===== src/hw/rtl/selective_repeat_receive_window_unit_assert.svh =====
// assertion macros for the receive window unit
`ifndef SELECTIVE_REPEAT_RECEIVE_WINDOW_UNIT_ASSERT_SVH
`define SELECTIVE_REPEAT_RECEIVE_WINDOW_UNIT_ASSERT_SVH

`ifndef SYNTHESIS

// same-cycle implication
`define SRRW_ASSERT_IMPL(label, clk, rst, ante, cons, msg) \
   label: assert property (@(posedge clk) disable iff (rst) (ante) |-> (cons)) \
      else $error(msg);

// next-cycle implication
`define SRRW_ASSERT_NEXT(label, clk, rst, ante, cons, msg) \
   label: assert property (@(posedge clk) disable iff (rst) (ante) |=> (cons)) \
      else $error(msg);

`else

`define SRRW_ASSERT_IMPL(label, clk, rst, ante, cons, msg)
`define SRRW_ASSERT_NEXT(label, clk, rst, ante, cons, msg)

`endif

`endif


===== src/hw/rtl/srrw_pkg.sv =====
`default_nettype none

package srrw_pkg;

   localparam int SLOTS_DEFAULT        = 4;
   localparam int PACKET_BYTES_DEFAULT = 64;
   localparam int WORD_BYTES           = 8;
   localparam int WORD_IDX_W           = 3;
   localparam int LEN_W                = 7;

   typedef enum logic [1:0] {
      KIND_DATA   = 2'd0,
      KIND_ACK    = 2'd1,
      KIND_REJECT = 2'd2
   } kind_type;

   typedef enum logic [2:0] {
      ST_IDLE,
      ST_CALC,
      ST_COMMIT,
      ST_FL_SLOT,
      ST_FL_LEN,
      ST_FL_WORD,
      ST_ACK
   } state_type;

   typedef struct packed {
      logic [31:0]           seq_no;
      logic [LEN_W-1:0]      payload_len;
      logic                  is_last_packet;
      logic [WORD_IDX_W-1:0] word_index;
      logic [63:0]           payload_word;
      logic                  word_last;
   } req_type;

   typedef struct packed {
      kind_type    kind;
      logic [31:0] ack_seq;
      logic [63:0] data_word;
      logic [3:0]  data_bytes;
      logic        run_last;
      logic        transfer_done;
   } rsp_type;

   // keeps the low bytes of a word, all of it for a full word
   function automatic logic [63:0] byte_mask(input logic [3:0] bytes);
      logic [63:0] mask;
      if (bytes >= 4'(WORD_BYTES)) begin
         mask = '1;
      end else begin
         mask = (64'(1) << {bytes, 3'b000}) - 64'(1);
      end
      return mask;
   endfunction

endpackage

`default_nettype wire


===== src/hw/rtl/srrw_store.sv =====
`default_nettype none

module srrw_store #(
   parameter int SLOTS = srrw_pkg::SLOTS_DEFAULT
) (
   input  wire logic                                        clock,
   input  wire logic                                        pay_we,
   input  wire logic [$clog2(SLOTS > 1 ? SLOTS : 2)+2:0]    pay_waddr,
   input  wire logic [63:0]                                 pay_wdata,
   input  wire logic [$clog2(SLOTS > 1 ? SLOTS : 2)+2:0]    pay_raddr,
   output logic      [63:0]                                 pay_rdata,
   input  wire logic                                        len_we,
   input  wire logic [$clog2(SLOTS > 1 ? SLOTS : 2)-1:0]    len_waddr,
   input  wire logic [srrw_pkg::LEN_W-1:0]                  len_wdata,
   input  wire logic [$clog2(SLOTS > 1 ? SLOTS : 2)-1:0]    len_raddr,
   output logic      [srrw_pkg::LEN_W-1:0]                  len_rdata
);

   localparam int SLOT_W = $clog2(SLOTS > 1 ? SLOTS : 2);
   localparam int ADDR_W = SLOT_W + srrw_pkg::WORD_IDX_W;

   logic [63:0]                 pay_mem [2**ADDR_W];
   logic [srrw_pkg::LEN_W-1:0]  len_mem [2**SLOT_W];

   always_ff @(posedge clock) begin
      if (pay_we) begin
         pay_mem[pay_waddr] <= pay_wdata;
      end
      pay_rdata <= pay_mem[pay_raddr];
   end

   always_ff @(posedge clock) begin
      if (len_we) begin
         len_mem[len_waddr] <= len_wdata;
      end
      len_rdata <= len_mem[len_raddr];
   end

endmodule

`default_nettype wire


===== src/hw/rtl/selective_repeat_receive_window_unit.sv =====
// a word_last item's result shows on rsp_strobe after the CALC and COMMIT states and stage a, or after a flush
// a new item is taken only in idle, when busy is low; a flush walks every slot, reads the
//   length of each filled slot and sends its data words, then sends the acknowledge
// the flush walk goes over the slot length and payload memories
// reset: synchronous; clears window start, done flag and slot flags, not payload
// results cannot be stalled by the receiver
`default_nettype none

`include "selective_repeat_receive_window_unit_assert.svh"

module selective_repeat_receive_window_unit #(
   parameter int SLOTS        = srrw_pkg::SLOTS_DEFAULT,
   parameter int PACKET_BYTES = srrw_pkg::PACKET_BYTES_DEFAULT
) (
   input  wire logic              clock,
   input  wire logic              reset,
   input  wire logic              start,
   output logic                   busy,
   input  wire srrw_pkg::req_type req_item,
   output logic                   rsp_strobe,
   output srrw_pkg::rsp_type      rsp_item
);

   localparam int SPAN     = SLOTS * PACKET_BYTES;
   localparam int DIFF_W   = $clog2(SPAN);
   localparam int LOG_PB   = $clog2(PACKET_BYTES);
   localparam int SHIFT    = DIFF_W + LOG_PB;
   localparam int RECIP_W  = DIFF_W + 2;
   localparam int RECIP    = ((1 << SHIFT) + PACKET_BYTES - 1) / PACKET_BYTES;
   localparam int PROD_W   = DIFF_W + RECIP_W;
   localparam int SLOT_W   = $clog2(SLOTS > 1 ? SLOTS : 2);
   localparam int ADDR_W   = SLOT_W + srrw_pkg::WORD_IDX_W;
   localparam int WPS      = (PACKET_BYTES + 7) / 8;
   localparam int LEN_W    = srrw_pkg::LEN_W;
   localparam int WB       = srrw_pkg::WORD_BYTES;

   srrw_pkg::state_type state_ff, state_in;
   srrw_pkg::req_type   req_ff, req_in;
   logic [31:0]         window_ff, window_in;
   logic                done_ff, done_in;
   logic [SLOTS-1:0]    filled_ff, filled_in;
   logic [SLOTS-1:0]    last_ff, last_in;
   logic                inwin_ff, inwin_in;
   logic                below_ff, below_in;
   logic [PROD_W-1:0]   prod_ff, prod_in;
   logic [SLOT_W-1:0]   walk_ff, walk_in;
   logic [LEN_W-1:0]    rem_ff, rem_in;
   logic [3:0]          word_ff, word_in;

   logic                pend_a_ff, pend_a_in;
   srrw_pkg::kind_type  kind_a_ff, kind_a_in;
   logic [3:0]          bytes_a_ff, bytes_a_in;
   logic                last_a_ff, last_a_in;
   logic [31:0]         seq_a_ff, seq_a_in;

   logic                rsp_strobe_ff;
   srrw_pkg::rsp_type   rsp_ff, rsp_in;

   logic                pay_we;
   logic [ADDR_W-1:0]   pay_waddr;
   logic [ADDR_W-1:0]   pay_raddr;
   logic [63:0]         pay_rdata;
   logic                len_we;
   logic [LEN_W-1:0]    len_wdata;
   logic [LEN_W-1:0]    len_rdata;

   logic [32:0]         win_end;
   logic [DIFF_W-1:0]   diff;
   logic [PROD_W-1:0]   quot;
   logic [SLOT_W-1:0]   slot_sel;
   logic [SLOTS-1:0]    slot_hot;
   logic [SLOTS-1:0]    fill_new;
   logic [SLOTS-1:0]    last_new;
   logic                full;
   logic                prefix;
   logic                any_last;
   logic                walk_end;
   logic [3:0]          bytes_cur;

   srrw_store #(
      .SLOTS(SLOTS)
   ) u_store (
      .clock     (clock),
      .pay_we    (pay_we),
      .pay_waddr (pay_waddr),
      .pay_wdata (req_ff.payload_word),
      .pay_raddr (pay_raddr),
      .pay_rdata (pay_rdata),
      .len_we    (len_we),
      .len_waddr (slot_sel),
      .len_wdata (len_wdata),
      .len_raddr (walk_ff),
      .len_rdata (len_rdata)
   );

   // window check and slot index by reciprocal multiply
   assign win_end = {1'b0, window_ff} + 33'(SPAN) - 33'(1);
   assign diff    = DIFF_W'(req_ff.seq_no - window_ff);

   assign quot     = prod_ff >> SHIFT;
   assign slot_sel = (quot >= PROD_W'(SLOTS)) ? SLOT_W'(SLOTS - 1) : quot[SLOT_W-1:0];
   assign slot_hot = SLOTS'(1) << slot_sel;
   assign fill_new = filled_ff | slot_hot;
   assign last_new = (last_ff & ~slot_hot) | (req_ff.is_last_packet ? slot_hot : '0);
   assign full     = &fill_new;
   assign prefix   = (fill_new & (fill_new + SLOTS'(1))) == '0;
   assign any_last = |last_new;

   assign len_wdata = (32'(req_ff.payload_len) > 32'(PACKET_BYTES)) ?
                      LEN_W'(PACKET_BYTES) : req_ff.payload_len;
   assign pay_waddr = {slot_sel, req_ff.word_index};
   assign pay_raddr = {walk_ff, word_ff[srrw_pkg::WORD_IDX_W-1:0]};

   assign walk_end  = walk_ff == SLOT_W'(SLOTS - 1);
   assign bytes_cur = (rem_ff > LEN_W'(WB)) ? 4'(WB) : rem_ff[3:0];

   always_comb begin
      state_in   = state_ff;
      req_in     = req_ff;
      window_in  = window_ff;
      done_in    = done_ff;
      filled_in  = filled_ff;
      last_in    = last_ff;
      inwin_in   = inwin_ff;
      below_in   = below_ff;
      prod_in    = prod_ff;
      walk_in    = walk_ff;
      rem_in     = rem_ff;
      word_in    = word_ff;
      pend_a_in  = 1'b0;
      kind_a_in  = kind_a_ff;
      bytes_a_in = bytes_a_ff;
      last_a_in  = last_a_ff;
      seq_a_in   = seq_a_ff;
      pay_we     = 1'b0;
      len_we     = 1'b0;
      unique case (state_ff)
         srrw_pkg::ST_IDLE: begin
            if (start) begin
               req_in   = req_item;
               state_in = srrw_pkg::ST_CALC;
            end
         end
         srrw_pkg::ST_CALC: begin
            below_in = req_ff.seq_no < window_ff;
            inwin_in = (req_ff.seq_no >= window_ff) && ({1'b0, req_ff.seq_no} <= win_end);
            prod_in  = PROD_W'(diff) * PROD_W'(RECIP);
            state_in = srrw_pkg::ST_COMMIT;
         end
         srrw_pkg::ST_COMMIT: begin
            pay_we   = inwin_ff && (int'(req_ff.word_index) < WPS);
            state_in = srrw_pkg::ST_IDLE;
            if (req_ff.word_last) begin
               pend_a_in  = 1'b1;
               last_a_in  = 1'b1;
               seq_a_in   = req_ff.seq_no;
               bytes_a_in = '0;
               kind_a_in  = (inwin_ff || below_ff) ? srrw_pkg::KIND_ACK :
                                                     srrw_pkg::KIND_REJECT;
               if (inwin_ff) begin
                  len_we    = 1'b1;
                  filled_in = fill_new;
                  last_in   = last_new;
                  if (full || (prefix && any_last)) begin
                     pend_a_in = 1'b0;
                     walk_in   = '0;
                     state_in  = srrw_pkg::ST_FL_SLOT;
                     if (full) begin
                        window_in = window_ff + 32'(SPAN);
                     end
                     if (any_last) begin
                        done_in = 1'b1;
                     end
                  end
               end
            end
         end
         srrw_pkg::ST_FL_SLOT: begin
            if (filled_ff[walk_ff]) begin
               state_in = srrw_pkg::ST_FL_LEN;
            end else if (walk_end) begin
               state_in = srrw_pkg::ST_ACK;
            end else begin
               walk_in = walk_ff + SLOT_W'(1);
            end
         end
         srrw_pkg::ST_FL_LEN: begin
            rem_in  = len_rdata;
            word_in = '0;
            if (len_rdata != '0) begin
               state_in = srrw_pkg::ST_FL_WORD;
            end else if (walk_end) begin
               state_in = srrw_pkg::ST_ACK;
            end else begin
               walk_in  = walk_ff + SLOT_W'(1);
               state_in = srrw_pkg::ST_FL_SLOT;
            end
         end
         srrw_pkg::ST_FL_WORD: begin
            pend_a_in  = 1'b1;
            kind_a_in  = srrw_pkg::KIND_DATA;
            bytes_a_in = bytes_cur;
            last_a_in  = 1'b0;
            seq_a_in   = '0;
            rem_in     = rem_ff - LEN_W'(bytes_cur);
            word_in    = word_ff + 4'd1;
            if (rem_ff <= LEN_W'(WB)) begin
               if (walk_end) begin
                  state_in = srrw_pkg::ST_ACK;
               end else begin
                  walk_in  = walk_ff + SLOT_W'(1);
                  state_in = srrw_pkg::ST_FL_SLOT;
               end
            end
         end
         srrw_pkg::ST_ACK: begin
            pend_a_in  = 1'b1;
            kind_a_in  = srrw_pkg::KIND_ACK;
            bytes_a_in = '0;
            last_a_in  = 1'b1;
            seq_a_in   = req_ff.seq_no;
            filled_in  = '0;
            last_in    = '0;
            state_in   = srrw_pkg::ST_IDLE;
         end
         default: begin
            state_in = srrw_pkg::ST_IDLE;
         end
      endcase
   end

   // output stage, payload read data lines up with stage a
   always_comb begin
      rsp_in.kind          = kind_a_ff;
      rsp_in.run_last      = last_a_ff;
      rsp_in.transfer_done = done_ff;
      if (kind_a_ff == srrw_pkg::KIND_DATA) begin
         rsp_in.ack_seq    = '0;
         rsp_in.data_word  = pay_rdata & srrw_pkg::byte_mask(bytes_a_ff);
         rsp_in.data_bytes = bytes_a_ff;
      end else begin
         rsp_in.ack_seq    = seq_a_ff;
         rsp_in.data_word  = '0;
         rsp_in.data_bytes = '0;
      end
   end

   always_ff @(posedge clock) begin
      if (reset) begin
         state_ff      <= srrw_pkg::ST_IDLE;
         window_ff     <= '0;
         done_ff       <= 1'b0;
         filled_ff     <= '0;
         last_ff       <= '0;
         pend_a_ff     <= 1'b0;
         rsp_strobe_ff <= 1'b0;
      end else begin
         state_ff      <= state_in;
         window_ff     <= window_in;
         done_ff       <= done_in;
         filled_ff     <= filled_in;
         last_ff       <= last_in;
         pend_a_ff     <= pend_a_in;
         rsp_strobe_ff <= pend_a_ff;
      end
   end

   always_ff @(posedge clock) begin
      req_ff     <= req_in;
      inwin_ff   <= inwin_in;
      below_ff   <= below_in;
      prod_ff    <= prod_in;
      walk_ff    <= walk_in;
      rem_ff     <= rem_in;
      word_ff    <= word_in;
      kind_a_ff  <= kind_a_in;
      bytes_a_ff <= bytes_a_in;
      last_a_ff  <= last_a_in;
      seq_a_ff   <= seq_a_in;
      rsp_ff     <= rsp_in;
   end

   assign busy       = state_ff != srrw_pkg::ST_IDLE;
   assign rsp_strobe = rsp_strobe_ff;
   assign rsp_item   = rsp_ff;

   `SRRW_ASSERT_IMPL(a_data_bytes, clock, reset, rsp_strobe_ff && rsp_ff.kind == srrw_pkg::KIND_DATA, rsp_ff.data_bytes != 4'd0 && rsp_ff.data_bytes <= 4'(WB), "data item with bad byte count")
   `SRRW_ASSERT_IMPL(a_ack_last, clock, reset, rsp_strobe_ff && rsp_ff.kind != srrw_pkg::KIND_DATA, rsp_ff.run_last, "acknowledge or reject not last of its run")
   `SRRW_ASSERT_NEXT(a_accept_busy, clock, reset, start && !busy, state_ff == srrw_pkg::ST_CALC, "accepted item did not start work")
   `SRRW_ASSERT_NEXT(a_done_sticky, clock, reset, done_ff, done_ff, "done flag dropped")
   `SRRW_ASSERT_IMPL(a_flush_filled, clock, reset, state_ff == srrw_pkg::ST_FL_WORD, filled_ff[walk_ff], "flushing a slot that is not filled")

endmodule

`default_nettype wire

===== config.mk =====
export PLATFORM = sky130hd
export DESIGN_NAME = selective_repeat_receive_window_unit
export DESIGN_NICKNAME = d
export VERILOG_FILES = /design/src/hw/rtl/srrw_pkg.sv /design/src/hw/rtl/srrw_store.sv /design/src/hw/rtl/selective_repeat_receive_window_unit.sv
export VERILOG_INCLUDE_DIRS = /design/src /design/src/hw/rtl
export SDC_FILE = /design/constraint.sdc
export NUM_CORES = 2
export LEC_CHECK = 0
export ABC_AREA = 1
export BUFFER_PORTS_ARGS = -buffer_cell sky130_fd_sc_hd__buf_2
export CAP_MARGIN = 20
export CORE_MARGIN = 3
export CORE_UTILIZATION = 67
export DETAILED_ROUTE_END_ITERATION = 12
export GPL_TIMING_DRIVEN = 0
export HOLD_SLACK_MARGIN = 0.06
export PLACE_DENSITY = 0.92
export SETUP_SLACK_MARGIN = 0.4
export SLEW_MARGIN = 40
export SYNTH_ARGS = -nofsm -noshare
export SYNTH_HDL_FRONTEND = slang
export SYNTH_SLANG_ARGS = --single-unit

===== constraint.sdc =====
create_clock -name clock -period 16.6 [get_ports clock]
set_clock_uncertainty 0.1 [all_clocks]
set_input_delay 0 -clock clock [delete_from_list [all_inputs] [get_ports clock]]
set_output_delay 0 -clock clock [all_outputs]
set_load 0.02 [all_outputs]

==> results of run 1 <==
-- repair_timing --
item | 4_1_cts
hold buffers | 221
hold endpoints to repair | 232
setup buffers | 0
-- per-layer routing --
| metal | GRT usage | GRT overflow |
|---|---|---|
| met1 | 0.6159 | 0 |
| met2 | 0.7739 | 26 |
| met3 | 0.5094 | 2 |
| met4 | 0.5972 | 30 |
| met5 | 0.1838 | 0 |
-- synth_stat cells, types with 6 or more instances --
cell | count | area (um2)
nand4_1 | 23 | 143.9
o21ai_0 | 1006 | 5035
o211ai_1 | 297 | 2230
nand3_1 | 147 | 735.7
a211oi_1 | 7 | 52.55
o22ai_1 | 212 | 1326
ha_1 | 29 | 362.9
edfxtp_1 | 2239 | 67230
a21oi_1 | 60 | 300.3
xor2_1 | 12 | 105.1
buf_4 | 29 | 217.7
o221ai_1 | 218 | 1909
clkbuf_1 | 285 | 1070
a22oi_1 | 8 | 60.06
buf_2 | 132 | 660.6
nand2_1 | 380 | 1426
nor2_1 | 1310 | 4917
nor3_1 | 23 | 115.1
buf_1 | 6 | 22.52
dfxtp_1 | 213 | 4264
inv_1 | 180 | 675.7
o21ai_1 | 55 | 275.3
-- kinds of logic after synthesis --
| logic type | synth area share |
|---|---|
| other cells | 0.00004011 |
| xor+xnor | 0.001218 |
| flops | 0.7647 |
| compound gates | 0.1209 |
| fa+ha+maj | 0.003881 |
| simple gates | 0.08002 |
| buf+inv | 0.02931 |
-- per-stage QoR --
stage          utilization  setup WS, ns  instances  instance area [um2]  hold slack, ns
3_3_place_gp        0.7022         7.233       8997                96910         0.07605
4_1_cts             0.7959         12.83       9812               109800          0.2399
2_1_floorplan            -         10.63       6919                93500       -0.001131
3_5_place_dp        0.7293         12.93       9183               100700         0.07810
==> results.py, run 1 <==
metrics = {
    "clock_tree": {
        "cts_buffers": 215,
        "cts.sinks": 2452,
        "clockBufferDepth": 3,
        "htree_levels": 4,
        "cts_resized": 0,
        "root_buffer": "clkbuf_16",
    },
    "place": {
        "gp_congestion": 0.9412,
        "port_buffers": 215,
        "dp_hpwl_um": 211900,
    },
    "synthesis": {
        "synthArstFlopShare": 0,
        "ys.flop_type": "edfxtp_1",
        "synth-edff-count": 2239,
        "ys_seq_area_frac": 0.7647,
        "syn_area_per_cell_um2": 13.51,
        "synth.distinct_cells": 45,
        "syn_nets": 7059,
        "netlist_area_um2": 93500,
        "postSynthCellCount": 6919,
        "ys_ff_latch": 2452,
        "yosys_warnings": 0,
    },
    "global_routing": {
        "grt_start_max_net_pins": 33,
        "grt.overflow.total": 58,
        "grt.total_usage": 0.6234,
        "antenna_found_initial": 76,
    },
    "die": {
        "chipHeight_um": 379.6,
        "num_io_pins": 217,
        "initial_utilization": 0.6775,
        "rows": 136,
        "fp.dieW_um": 379.6,
    },
    "status": {
        "outcome": "stopped before the end",
        "failing_step": "global routing (5_1_grt)",
        "error_line": "[ERROR GRT-0232] Routing congestion too high. Check the congestion heatmap in the GUI.",
    },
}
==> run 2: changes to the inputs <==
--- a/config.mk
+++ b/config.mk
@@ -10,12 +10,10 @@
 export BUFFER_PORTS_ARGS = -buffer_cell sky130_fd_sc_hd__buf_2
 export CAP_MARGIN = 20
 export CORE_MARGIN = 3
-export CORE_UTILIZATION = 67
+export CORE_UTILIZATION = 40
 export DETAILED_ROUTE_END_ITERATION = 12
 export GPL_TIMING_DRIVEN = 0
-export HOLD_SLACK_MARGIN = 0.06
-export PLACE_DENSITY = 0.92
-export SETUP_SLACK_MARGIN = 0.4
+export PLACE_DENSITY_LB_ADDON = 0.15
 export SLEW_MARGIN = 40
 export SYNTH_ARGS = -nofsm -noshare
 export SYNTH_HDL_FRONTEND = slang
==> run 2 against run 1 <==
Against the previous run:
- area after synthesis did not move
- the run now ends clean
- synthesized cell count did not move
==> results.py, run 2 <==
metrics = {
    "sta": {
        "relSlewSlack": 0.3739,
        "drv_slew": 0,
        "max_freq_mhz": 275.0,
        "finalHoldViolations": 0,
        "finalCriticalPeriod_ns": 3.636,
        "setup_tns_ns": 0,
        "worstMarginPinSlew_ns": 0.9392,
        "holdWs_ns": 0.2154,
        "setup_viol": 0,
        "finalCritPeriodShare": 0.2190,
        "rsz0062_at_grt": "false",
    },
    "clock_tree": {
        "cts.sinks": 2452,
        "root_buffer": "clkbuf_16",
        "clockBufferDepth": 4,
        "cts_tree": "built",
        "clk_pin_slew_worst_paths_ns": 0.06,
        "clock_latency_ns": 0.93,
        "cts_buffers": 276,
        "htree_levels": 5,
        "cts_resized": 0,
    },
    "cells_and_area": {
        "layout_commonest_cell": "edfxtp_1",
        "area.growth.synth_to_final_pct": 21.71,
        "nFillCells": 20100,
        "regMostFlops": "u_store.pay_mem",
        "final_cell_mix": "2239 x edfxtp_1, 1275 x nor2_1, 1005 x o21ai_0",
        "nets": 8040,
        "multi_input_area_um2": 19550,
        "seq_area_um2": 71500,
        "largest_reg_flops": 2048,
        "drive_gt1_frac": 0.1352,
    },
    "worst_setup_path": {
        "r2r_cells": 9,
        "crit_type": "reg2reg",
        "end_kind": "flip-flop",
        "critical_path_required_ns": 17.27,
        "cp-start-kind": "flip-flop",
        "cp_max_fo": 10,
        "cp.arrival_ns": 4.31,
    },
    "route": {
        "wl_per_cell_um": 28.96,
        "drc": 0,
        "vias": 64000,
        "dr.pass1.iters": 6,
        "routed_wirelength_um": 322600,
        "ant_nets": 0,
        "drtIter0Drc": 8165,
        "post_drt_via_cell_ratio": 5.745,
    },
    "worst_hold_path": {
        "worstHoldPathType": "in2reg",
        "holdPathStages": 3,
    },
    "synthesis": {
        "synth_adder_area_share": 0.003881,
        "syn_area_per_cell_um2": 13.51,
        "yosys_warnings": 0,
        "synth.most_common_cell": "edfxtp_1",
        "synth_compound_area_frac": 0.1209,
        "syn_nets": 7059,
        "ys_seq_area_frac": 0.7647,
        "synth-edff-count": 2239,
        "ys.flop_type": "edfxtp_1",
        "postSynthCellCount": 6919,
        "synthXorXnorAreaFrac": 0.001218,
        "synth_top_family_by_area": "compound AO/OA/AOI/OAI gates",
        "netlist_area_um2": 93500,
        "netlist_top_cells_count": "2239 x edfxtp_1, 1310 x nor2_1, 1006 x o21ai_0, 380 x nand2_1, 297 x o211ai_1",
        "synth_area_leaders": "edfxtp_1 72%, o21ai_0 5.4%, nor2_1 5.3%",
        "netlist.top_cell.by_area": "edfxtp_1",
        "synthArstFlopShare": 0,
        "synth.mux.area_fraction": 0,
        "synth_top_area_frac": 0.7191,
        "synth-simple-area-share": 0.08002,
        "ys_ff_latch": 2452,
        "synth.distinct_cells": 45,
    },
    "global_routing": {
        "grt.total_usage": 0.2642,
        "grt_pass1_vias": 61740,
        "grt_pass1_wl_um": 452400,
        "grt_start_max_net_pins": 40,
        "antenna_found_initial": 29,
        "grt.overflow.total": 0,
    },
    "job": {
        "timing.max_cap.violations": 0,
    },
    "place": {
        "dp_hpwl_um": 230000,
        "gp_congestion": 0.8488,
        "port_buffers": 215,
    },
    "power_and_ir_drop": {
        "share_seq_of_total_power": 0.518,
        "power.internal_mw": 10.53,
        "p_per_area_nw_per_um2": 119.7,
        "swShare": 0.2271,
        "p_comb_frac": 0.061,
        "vdd_ir_drop_max_mv": 0.09140,
        "leakagePower_nw": 38.07,
        "power.share.clock": 0.420,
        "power_switching_mw": 3.093,
    },
    "die": {
        "num_io_pins": 217,
        "fp.dieW_um": 489.5,
        "rows": 176,
        "core_um2": 231200,
        "die-area_um2": 239600,
        "chipHeight_um": 489.5,
        "initial_utilization": 0.4044,
    },
    "status": {
        "outcome": "completed",
    },
}
==> run 2: path summary, 6_finish.rpt <==
| check | start | endpoint | slack (ns) |
|---|---|---|---|
| max | word_ff[0] | u_store.pay_rdata[63] | 12.96 |
| max reg2reg | word_ff[0] | u_store.pay_rdata[63] | 12.96 |
| min reg2reg | done_ff | rsp_item[0] | 0.25 |
| min | req_item[37] | req_ff[37] | 0.22 |
==> run 2: cell type report <==
type,count,area share
Tap cell,3026,0.03327
Buffer,457,0.01838
Clock buffer,377,0.06710
Sequential cell,2452,0.6283
Multi-Input combinational cell,3821,0.1718
Inverter,189,0.006289
Antenna cell,23,0.0005058
Clock inverter,92,0.005794
Timing Repair Buffer,703,0.06858
==> run 2: kinds of logic after synthesis <==
logic type | Yosys count
simple gates | 1900
fa+ha+maj | 29
other cells | 1
xor+xnor | 13
compound gates | 1878
flops | 2452
buf+inv | 646
==> run 2: power by group through the flow <==
stage               registers [mW]  logic (mW)  clock network [mW]
CTS                           7.06       0.826                5.79
global placement              7.33       0.566                   0
finish                        7.06       0.832                5.73
detailed placement            7.19       0.783                   0
floorplan                     7.22       0.282                   0
global route                  7.07       0.887                6.04
==> run 2: timing repair <==
| item | in CTS | in global routing |
|---|---|---|
| hold buffers | 221 | 0 |
| setup buffers | 0 | 0 |
| hold endpoints to repair | 236 | 0 |
==> run 2: worst max-delay path: stages (launching register included) <==
cell and delay, ns:
edfxtp_1 0.43, buf_4 0.31, buf_4 0.54, buf_6 0.29, buf_4 0.52, buf_2 0.40, nor2_1 0.09, o221ai_1 0.18
o211ai_1 0.16, nand3_1 0.40
==> run 2: routing by layer <==
| metal | vias up | routed length [um] | track usage |
|---|---|---|---|
| met5 | - | 319 | 0.006441 |
| met4 | 16 | 12100 | 0.09920 |
| met3 | 576 | 29670 | 0.05443 |
| met2 | 3220 | 148700 | 0.4183 |
| met1 | 32340 | 131800 | 0.3595 |
| li1 | 27850 | - | - |
==> run 2: metrics by stage <==
| step | cells | area [um2] | total power, mW | worst slack, ns | utilization |
|---|---|---|---|---|---|
| 6_report | 11140 | 113800 | 13.62 | 12.96 | 0.4922 |
| 5_1_grt | 11120 | 113800 | 13.99 | 13.02 | 0.4920 |
| 4_1_cts | 11120 | 113700 | 13.68 | 12.93 | 0.4918 |
| 3_5_place_dp | 10430 | 103200 | 7.973 | 12.95 | 0.4464 |
| 3_3_place_gp | 10160 | 98360 | 7.896 | 6.431 | 0.4254 |
| 2_1_floorplan | 6919 | 93500 | 7.502 | 10.63 | - |
Power figures use the tool's default switching activity.
